<file path="src/rtl/sha1_message_digest_top_assert.svh">
// Assertion macros for the SHA-1 digest block.
`ifndef SHA1_MESSAGE_DIGEST_TOP_ASSERT_SVH
`define SHA1_MESSAGE_DIGEST_TOP_ASSERT_SVH
`ifndef SYNTH
`define SHA1MD_ASSERT_NOW(label, ck, rn, ante, cons) \
    label: assert property (@(posedge ck) disable iff (!rn) (ante) |-> (cons)) \
        else $error("sha1md: same-cycle check failed");
`define SHA1MD_ASSERT_NEXT(label, ck, rn, ante, cons) \
    label: assert property (@(posedge ck) disable iff (!rn) (ante) |=> (cons)) \
        else $error("sha1md: next-cycle check failed");
`else
`define SHA1MD_ASSERT_NOW(label, ck, rn, ante, cons)
`define SHA1MD_ASSERT_NEXT(label, ck, rn, ante, cons)
`endif
`endif

</file>
<file path="src/rtl/sha1md_pkg.sv">
package sha1md_pkg;

    typedef logic [31:0] word_t;
    // Element 0 is word a / H0, element 4 is word e / H4.
    typedef logic [4:0][31:0] hash_t;

    localparam hash_t INIT_HASH = {
        32'hC3D2E1F0, 32'h10325476, 32'h98BADCFE, 32'hEFCDAB89, 32'h67452301
    };

    localparam word_t K_ROUND0 = 32'h5A827999;
    localparam word_t K_ROUND1 = 32'h6ED9EBA1;
    localparam word_t K_ROUND2 = 32'h8F1BBCDC;
    localparam word_t K_ROUND3 = 32'hCA62C1D6;

    localparam logic [6:0] LAST_ROUND = 7'd79;
    localparam logic [7:0] PAD_MARK = 8'h80;

    typedef struct packed {
        logic       load;
        logic       step;
        logic [7:0] data;
    } sched_ctl_t;

    typedef struct packed {
        logic       init;
        logic       step;
        logic [6:0] rnd;
    } round_ctl_t;

    // Round function plus round constant for round rnd.
    function automatic word_t round_fk(input logic [6:0] rnd, input word_t b,
                                       input word_t c, input word_t d);
        word_t res;
        priority if (rnd < 7'd20) begin
            res = ((b & c) | (~b & d)) + K_ROUND0;
        end
        else if (rnd < 7'd40) begin
            res = (b ^ c ^ d) + K_ROUND1;
        end
        else if (rnd < 7'd60) begin
            res = ((b & c) | (b & d) | (c & d)) + K_ROUND2;
        end
        else begin
            res = (b ^ c ^ d) + K_ROUND3;
        end
        return res;
    endfunction

endpackage

</file>
<file path="src/rtl/sha1_message_digest_top.sv">
// SHA-1 message digest, one message byte per input transfer.
// Input channel s_axis: tdata carries the byte, tuser[0] says whether tdata
// holds a byte (a bare transfer with tuser low carries none), and tlast ends
// the message. An empty message is a single bare transfer with tlast high.
// Output channel m_axis: one 160-bit digest per message, word 0 in the low bits.
// When the 64th byte of a block arrives, the block goes through 80 rounds of the
// shared round unit and then the chaining add, during which s_axis_tready is low.
// After tlast the padding is written one byte per cycle, up to the end of the
// block and through one more block if the length spills into it; each padded
// block goes through the rounds and the chaining add, and the digest then loads
// the output register. The round unit and the single-byte write path into the
// block limit the throughput.
// The output register holds the digest while m_axis_tready is low; the next
// message is taken meanwhile, and only its own digest waits for the register.
// Reset clears the chaining value to the SHA-1 initial hash, the byte count and
// the output valid; any partial message is dropped.
`include "sha1_message_digest_top_assert.svh"

module sha1_message_digest_top (
    input  logic         clk,
    input  logic         rst_n,
    input  logic         s_axis_tvalid,
    output logic         s_axis_tready,
    input  logic [7:0]   s_axis_tdata,   // [7:0] data_byte
    input  logic [0:0]   s_axis_tuser,   // [0] has_byte
    input  logic         s_axis_tlast,
    output logic         m_axis_tvalid,
    input  logic         m_axis_tready,
    output logic [159:0] m_axis_tdata    // digest_word0 .. digest_word4, 32 bits each
);

    typedef enum logic [4:0] {
        ST_IDLE  = 5'b00001,
        ST_PAD   = 5'b00010,
        ST_ROUND = 5'b00100,
        ST_ADD   = 5'b01000,
        ST_EMIT  = 5'b10000
    } state_t;

    state_t                 state_reg;
    state_t                 state_next;
    logic [5:0]             fill_reg;
    logic [5:0]             fill_next;
    logic [60:0]            byte_cnt_reg;
    logic [60:0]            byte_cnt_next;
    logic [60:0]            byte_cnt_inc;
    logic [63:0]            len_reg;
    logic [63:0]            len_next;
    logic [6:0]             rnd_reg;
    logic [6:0]             rnd_next;
    sha1md_pkg::hash_t      chain_reg;
    sha1md_pkg::hash_t      chain_next;
    logic                   last_reg;
    logic                   last_next;
    logic                   sent80_reg;
    logic                   sent80_next;
    logic                   len_ok_reg;
    logic                   len_ok_next;
    logic                   final_reg;
    logic                   final_next;
    logic                   out_valid_reg;
    logic                   out_valid_next;
    sha1md_pkg::hash_t      out_data_reg;
    sha1md_pkg::hash_t      out_data_next;

    logic                   s_fire;
    logic                   len_field;
    logic [7:0]             pad_byte;
    sha1md_pkg::sched_ctl_t sched_ctl;
    sha1md_pkg::round_ctl_t round_ctl;
    sha1md_pkg::word_t      w_cur;
    sha1md_pkg::hash_t      round_vars;

    sha1md_sched u_sched (
        .clk   (clk),
        .ctl   (sched_ctl),
        .w_cur (w_cur)
    );

    sha1md_round u_round (
        .clk   (clk),
        .rst_n (rst_n),
        .ctl   (round_ctl),
        .w     (w_cur),
        .chain (chain_reg),
        .vars  (round_vars)
    );

    assign s_axis_tready = (state_reg == ST_IDLE);
    assign s_fire        = s_axis_tvalid & s_axis_tready;
    assign m_axis_tvalid = out_valid_reg;
    assign m_axis_tdata  = out_data_reg;
    assign byte_cnt_inc  = byte_cnt_reg + 61'd1;

    // Length bytes go in the last eight positions of a block, once the 0x80
    // marker has been written and has left room for them.
    assign len_field = sent80_reg & len_ok_reg & (fill_reg[5:3] == 3'b111);
    assign pad_byte  = !sent80_reg ? sha1md_pkg::PAD_MARK :
                       len_field   ? len_reg[63:56] : 8'h00;

    always_comb
    begin
        state_next     = state_reg;
        fill_next      = fill_reg;
        byte_cnt_next  = byte_cnt_reg;
        len_next       = len_reg;
        rnd_next       = rnd_reg;
        chain_next     = chain_reg;
        last_next      = last_reg;
        sent80_next    = sent80_reg;
        len_ok_next    = len_ok_reg;
        final_next     = final_reg;
        out_valid_next = out_valid_reg & ~m_axis_tready;
        out_data_next  = out_data_reg;
        sched_ctl      = '{load: 1'b0, step: 1'b0, data: s_axis_tdata};
        round_ctl      = '{init: 1'b0, step: 1'b0, rnd: rnd_reg};

        unique case (state_reg)
            ST_IDLE: begin
                if (s_fire) begin
                    if (s_axis_tuser[0]) begin
                        sched_ctl.load = 1'b1;
                        fill_next      = fill_reg + 6'd1;
                        byte_cnt_next  = byte_cnt_inc;
                    end
                    if (s_axis_tlast) begin
                        last_next   = 1'b1;
                        sent80_next = 1'b0;
                        len_ok_next = 1'b0;
                        final_next  = 1'b0;
                        len_next    = {byte_cnt_next, 3'b000};
                    end
                    if (s_axis_tuser[0] && (fill_reg == 6'd63)) begin
                        state_next     = ST_ROUND;
                        rnd_next       = 7'd0;
                        round_ctl.init = 1'b1;
                    end
                    else if (s_axis_tlast) begin
                        state_next = ST_PAD;
                    end
                end
            end
            ST_PAD: begin
                sched_ctl.load = 1'b1;
                sched_ctl.data = pad_byte;
                fill_next      = fill_reg + 6'd1;
                sent80_next    = 1'b1;
                len_ok_next    = len_ok_reg | (!sent80_reg && (fill_reg[5:3] != 3'b111))
                                 | (fill_reg == 6'd63);
                if (len_field) begin
                    len_next = {len_reg[55:0], 8'h00};
                end
                if (len_field && (fill_reg == 6'd63)) begin
                    final_next = 1'b1;
                end
                if (fill_reg == 6'd63) begin
                    state_next     = ST_ROUND;
                    rnd_next       = 7'd0;
                    round_ctl.init = 1'b1;
                end
            end
            ST_ROUND: begin
                sched_ctl.step = 1'b1;
                round_ctl.step = 1'b1;
                rnd_next       = rnd_reg + 7'd1;
                if (rnd_reg == sha1md_pkg::LAST_ROUND) begin
                    state_next = ST_ADD;
                end
            end
            ST_ADD: begin
                for (int i = 0; i < 5; i++) begin
                    chain_next[i] = chain_reg[i] + round_vars[i];
                end
                priority if (final_reg) begin
                    state_next = ST_EMIT;
                end
                else if (last_reg) begin
                    state_next = ST_PAD;
                end
                else begin
                    state_next = ST_IDLE;
                end
            end
            ST_EMIT: begin
                if (!out_valid_reg || m_axis_tready) begin
                    out_valid_next = 1'b1;
                    out_data_next  = chain_reg;
                    chain_next     = sha1md_pkg::INIT_HASH;
                    byte_cnt_next  = '0;
                    last_next      = 1'b0;
                    final_next     = 1'b0;
                    state_next     = ST_IDLE;
                end
            end
            default: begin
                state_next = ST_IDLE;
            end
        endcase
    end

    always_ff @(posedge clk or negedge rst_n)
    begin
        if (!rst_n) begin
            state_reg     <= ST_IDLE;
            fill_reg      <= '0;
            byte_cnt_reg  <= '0;
            rnd_reg       <= '0;
            chain_reg     <= sha1md_pkg::INIT_HASH;
            last_reg      <= 1'b0;
            sent80_reg    <= 1'b0;
            len_ok_reg    <= 1'b0;
            final_reg     <= 1'b0;
            out_valid_reg <= 1'b0;
        end
        else begin
            state_reg     <= state_next;
            fill_reg      <= fill_next;
            byte_cnt_reg  <= byte_cnt_next;
            rnd_reg       <= rnd_next;
            chain_reg     <= chain_next;
            last_reg      <= last_next;
            sent80_reg    <= sent80_next;
            len_ok_reg    <= len_ok_next;
            final_reg     <= final_next;
            out_valid_reg <= out_valid_next;
        end
    end

    always_ff @(posedge clk)
    begin
        len_reg      <= len_next;
        out_data_reg <= out_data_next;
    end

    `SHA1MD_ASSERT_NEXT(a_full_block_runs, clk, rst_n, s_fire && s_axis_tuser[0] && (fill_reg == 6'd63), state_reg == ST_ROUND)
    `SHA1MD_ASSERT_NOW(a_round_range, clk, rst_n, state_reg == ST_ROUND, rnd_reg <= sha1md_pkg::LAST_ROUND)
    `SHA1MD_ASSERT_NOW(a_emit_after_length, clk, rst_n, state_reg == ST_EMIT, final_reg && last_reg && len_ok_reg)
    `SHA1MD_ASSERT_NOW(a_out_from_emit, clk, rst_n, $rose(m_axis_tvalid), $past(state_reg == ST_EMIT))

endmodule

</file>
<file path="src/rtl/sha1md_sched.sv">
module sha1md_sched (
    input  logic                   clk,
    input  sha1md_pkg::sched_ctl_t ctl,
    output sha1md_pkg::word_t      w_cur
);

    // The 64-byte block as a shift line: bytes enter at the bottom while
    // filling, and the message schedule shifts a word per round.
    logic [511:0]      blk_reg;
    logic [511:0]      blk_next;
    sha1md_pkg::word_t mix;
    sha1md_pkg::word_t w_new;

    assign w_cur = blk_reg[511:480];
    assign mix   = blk_reg[511:480] ^ blk_reg[447:416] ^ blk_reg[255:224] ^ blk_reg[95:64];
    assign w_new = {mix[30:0], mix[31]};

    always_comb
    begin
        blk_next = blk_reg;
        priority if (ctl.load) begin
            blk_next = {blk_reg[503:0], ctl.data};
        end
        else if (ctl.step) begin
            blk_next = {blk_reg[479:0], w_new};
        end
    end

    always_ff @(posedge clk)
    begin
        blk_reg <= blk_next;
    end

endmodule

</file>
<file path="src/rtl/sha1md_round.sv">
module sha1md_round (
    input  logic                   clk,
    input  logic                   rst_n,
    input  sha1md_pkg::round_ctl_t ctl,
    input  sha1md_pkg::word_t      w,
    input  sha1md_pkg::hash_t      chain,
    output sha1md_pkg::hash_t      vars
);

    sha1md_pkg::hash_t vars_reg;
    sha1md_pkg::hash_t vars_next;
    sha1md_pkg::word_t a;
    sha1md_pkg::word_t b;
    sha1md_pkg::word_t tmp;

    assign a    = vars_reg[0];
    assign b    = vars_reg[1];
    assign tmp  = {a[26:0], a[31:27]} + sha1md_pkg::round_fk(ctl.rnd, b, vars_reg[2], vars_reg[3])
                  + vars_reg[4] + w;
    assign vars = vars_reg;

    always_comb
    begin
        vars_next = vars_reg;
        priority if (ctl.init) begin
            vars_next = chain;
        end
        else if (ctl.step) begin
            vars_next[0] = tmp;
            vars_next[1] = a;
            vars_next[2] = {b[1:0], b[31:2]};
            vars_next[3] = vars_reg[2];
            vars_next[4] = vars_reg[3];
        end
    end

    always_ff @(posedge clk or negedge rst_n)
    begin
        if (!rst_n) begin
            vars_reg <= '0;
        end
        else begin
            vars_reg <= vars_next;
        end
    end

endmodule

</file>
<file path="config.mk">
export PLATFORM = sky130hd
export DESIGN_NAME = sha1_message_digest_top
export DESIGN_NICKNAME = d
export VERILOG_FILES = /design/src/rtl/sha1md_pkg.sv /design/src/rtl/sha1_message_digest_top.sv /design/src/rtl/sha1md_sched.sv /design/src/rtl/sha1md_round.sv
export VERILOG_INCLUDE_DIRS = /design/src /design/src/rtl
export SDC_FILE = /design/constraint.sdc
export NUM_CORES = 2
export LEC_CHECK = 0
export BUFFER_PORTS_ARGS = -buffer_cell sky130_fd_sc_hd__clkbuf_2
export CORE_ASPECT_RATIO = 1.1
export CORE_MARGIN = 4
export CORE_UTILIZATION = 63
export CTS_CLUSTER_DIAMETER = 200
export DETAILED_ROUTE_END_ITERATION = 7
export GPL_TIMING_DRIVEN = 0
export HOLD_SLACK_MARGIN = 0.08
export PLACE_DENSITY = 0.8
export SYNTH_ARGS = -nofsm -noshare
export SYNTH_HDL_FRONTEND = slang
export SYNTH_SLANG_ARGS = --single-unit
</file>
<file path="constraint.sdc">
create_clock -name clk -period 16.2 [get_ports clk]
set_input_delay 1.62 -clock clk [delete_from_list [all_inputs] [get_ports clk]]
set_output_delay 1.62 -clock clk [all_outputs]
set_load 0.03 [all_outputs]
</file>
==> summary.txt <==
Status: complete, but fails checks
Failing checks: max-capacitance violations, max-slew violations
Total gr overflow: 0
Placed inst area: 0.0651 mm2
Post-synthesis mux area share: 0.721%
Initial antenna violation count: 1
GP Congestion: 1.03
Buffers & Inverters on Critical Path: 2
WP data required: 16.78 ns
Final setup fails: 0
Distinct cells, synth: 86
Tcrit/Tclk final: 52.0%
Clock Skews: 0.0333 ns
Height of the die: 337 um
Post-Synth Adder-Cell Area: 7.09%
Global Route Usage Sum: 41.4%
F_max: 119 MHz
Combinational share of power: 30.3%
Max incr delay on CP: 0.81 ns
I/O Buffers: 175
Clock buffer depth: 3
Syn_nets: 6768
Hold Path Sink: fill_reg[5]
Nets: 7073
Via density: 6.39
Drt pass-1 iters: 8
Most common cell on crit path: a21oi_1
Total CTS buffers: 113
Pins over their slew limit: 16
Seq/Total Area, Yosys: 51.8%
# fillers: 7211
Synth Register Bits: 1137
Max VDD drop: 142 uV
CTS tree: built
CP max stage cell: fa_1
CP Capture Type: register
Total clock sinks: 1137
H-tree depth: 3
Asr flop ratio synth: 35.5%
Crit path time final: 8.43 ns
Largest family of logic cells by synthesized area: simple AND/OR/NAND/NOR gates
Crit Path Category: reg -> reg
Post-synthesis simple-gate area fraction: 18.3%
Pint: 0.00675 W
Synth area leader: edfxtp_1
Post-synth EDFFs: 733
Syn. warnings: 0
Width of the die: 307 um
Fin util: 70.5%
CTS Hold Buffers Added: 0
Top cells by area, synth: edfxtp_1 35%, dfrtp_1 13%, nand2_1 12%
First-iteration detailed-routing DRC count: 6190
CP Launch Type: register
Core footprint: 0.0976 mm2
Final hold vios: 0
Row count: 120
Slew @ Worst Pin: 1.57 ns
Worst-path clk slew: 0.07 ns
Largest net degree at the start of global routing: 106
Cts repair resizes: 0
Max-cap viol count: 3
Post-synthesis cell area: 0.0621 mm2
Sw frac: 37.2%
Crit path max-delay family: compound AO/OA/AOI/OAI gates
Final Cell Area: 0.0688 mm2
Synth top cells by count: 1998 x nand2_1, 733 x edfxtp_1, 370 x o21ai_0, 323 x dfrtp_1, 300 x a21oi_1
Critical R2R Launch: u_round.b[0]
Clock network fraction of total power: 24.8%
Synth-to-Final Area Change: 10.7%
Reg area: 0.0322 mm2
Post-synthesis compound-gate area fraction: 13.3%
Critical path peak fanout: 5
Hpwl dp: 163000 um
Hold Crit Start: fill_reg[5]
Wire length of the first global-routing pass: 318000 um
Final total power: 0.0107 W
Psw: 0.00400 W
Final wirelength: 216000 um
Avg Cell Area, Syn: 9.62 um2
Antenna viol nets, final: 0
Reg-to-reg setup timing slack: 7.77 ns
Share of layout cells above drive strength 1: 7.36%
Clk_lat worst skew: 0.74 ns
Die area: 0.104 mm2
Setup Buffers After CTS: 0
Initial Utilization: 63.7%
Unrepaired setup endpoints after global routing: false
Power Density: 156 mW/mm2
Synth Flop Type: edfxtp_1
XOR/XNOR share of the synthesized area: 5.19%
Synthesized instance count: 6461
Relative slew slack: -4.69%
Reg power frac: 44.9%
Setup TNS Final: 0 ns
Vias after detailed routing: 52087
Vias in the first global route: 50230
Setup WS post-layout: 7.77 ns
Worst min path class: reg -> reg
Reg2Reg Depth: 27
Count leader, synth: nand2_1
Post-Place Worst Slack: 8.08 ns
DRC Markers: 0
Wire length per cell: 26.6 um
Top Ports: 176
FF-to-FF End: u_round.a[31]
Leakage Power: 29.1 nW
Max reg flops: 512
Crit path DAT: 9.00 ns
Post-synth top area share: 35.4%
WHS Path Cells: 1
Clock root buffer: clkbuf_16
Multi-input combinational cell area: 0.0278 mm2
==> cells in the final DEF, fill, tap and decap left out, types with 176 or more instances in the layout <==
cell type,instances
a21oi_1,300
clkbuf_1,284
clkbuf_2,176
dfrtp_1,323
edfxtp_1,733
ha_1,194
inv_1,270
nand2_1,1997
nor2_1,258
o21ai_0,370
xnor2_1,241
==> stage by stage <==
step	instances	hold slack (ns)
CTS	8147	0.477
global route	8147	0.499
global placement	7917	0.455
floorplan	6461	0.438
finish	8149	0.480
detailed placement	7932	0.463
==> worst max path at each step <==
stage	endpoint	slack [ns]	startpoint	cells after the start
final	u_round.a[31]	7.77	u_round.b[0]	27
after global routing	u_round.a[31]	7.49	u_round.b[1]	27
after CTS	u_round.a[31]	8.07	u_round.b[1]	27
after detailed placement	u_round.a[31]	8.08	u_round.b[1]	27
after global placement	u_sched.blk_reg[169]	-4.83	s_axis_tvalid	8
after floorplan	u_sched.blk_reg[0]	1.25	s_axis_tvalid	7
==> area by class of cell <==
| class | count | share of cell area (%) |
|---|---|---|
| flip-flops and latches | 1137 | 46.8 |
| clock buffers | 141 | 4.40 |
| repair buffers | 190 | 1.88 |
| multi-input cells | 4754 | 40.4 |
| well taps | 1281 | 2.33 |
| diodes | 2 | 0.00727 |
| plain buffers | 299 | 1.66 |
| clock inverters | 74 | 1.03 |
| inverters | 271 | 1.48 |
==> cell families (layout without fill, tap and decap cells) <==
| kind of cell | after synthesis | after routing |
|---|---|---|
| other | 0 | 2 |
| adder cells (fa/ha/maj) | 293 | 293 |
| AO/OA/AOI/OAI | 1304 | 1304 |
| flip-flops | 1137 | 1137 |
| AND/OR/NAND/NOR | 2745 | 2745 |
| XOR/XNOR | 368 | 368 |
| multiplexers | 44 | 44 |
| buffers and inverters | 570 | 975 |
==> metal layers <==
metal	up-vias	global-route usage, %	part of all wire [%]
met5	-	0	0
met2	3095	66.7	46
met1	25135	50.2	36
met3	775	7.79	9.5
met4	0	30.4	9.1
li1	23082	-	-
==> power by group through the flow <==
stage          Combinational, W  Sequential (W)  Clock, W
3_5_place_dp            0.00317         0.00483         0
3_3_place_gp            0.00292         0.00517         0
2_1_floorplan           0.00222         0.00489         0
5_1_grt                 0.00361         0.00485   0.00280
4_1_cts                 0.00321         0.00479   0.00267
6_report                0.00326         0.00482   0.00267
Power figures use the tool's default switching activity.
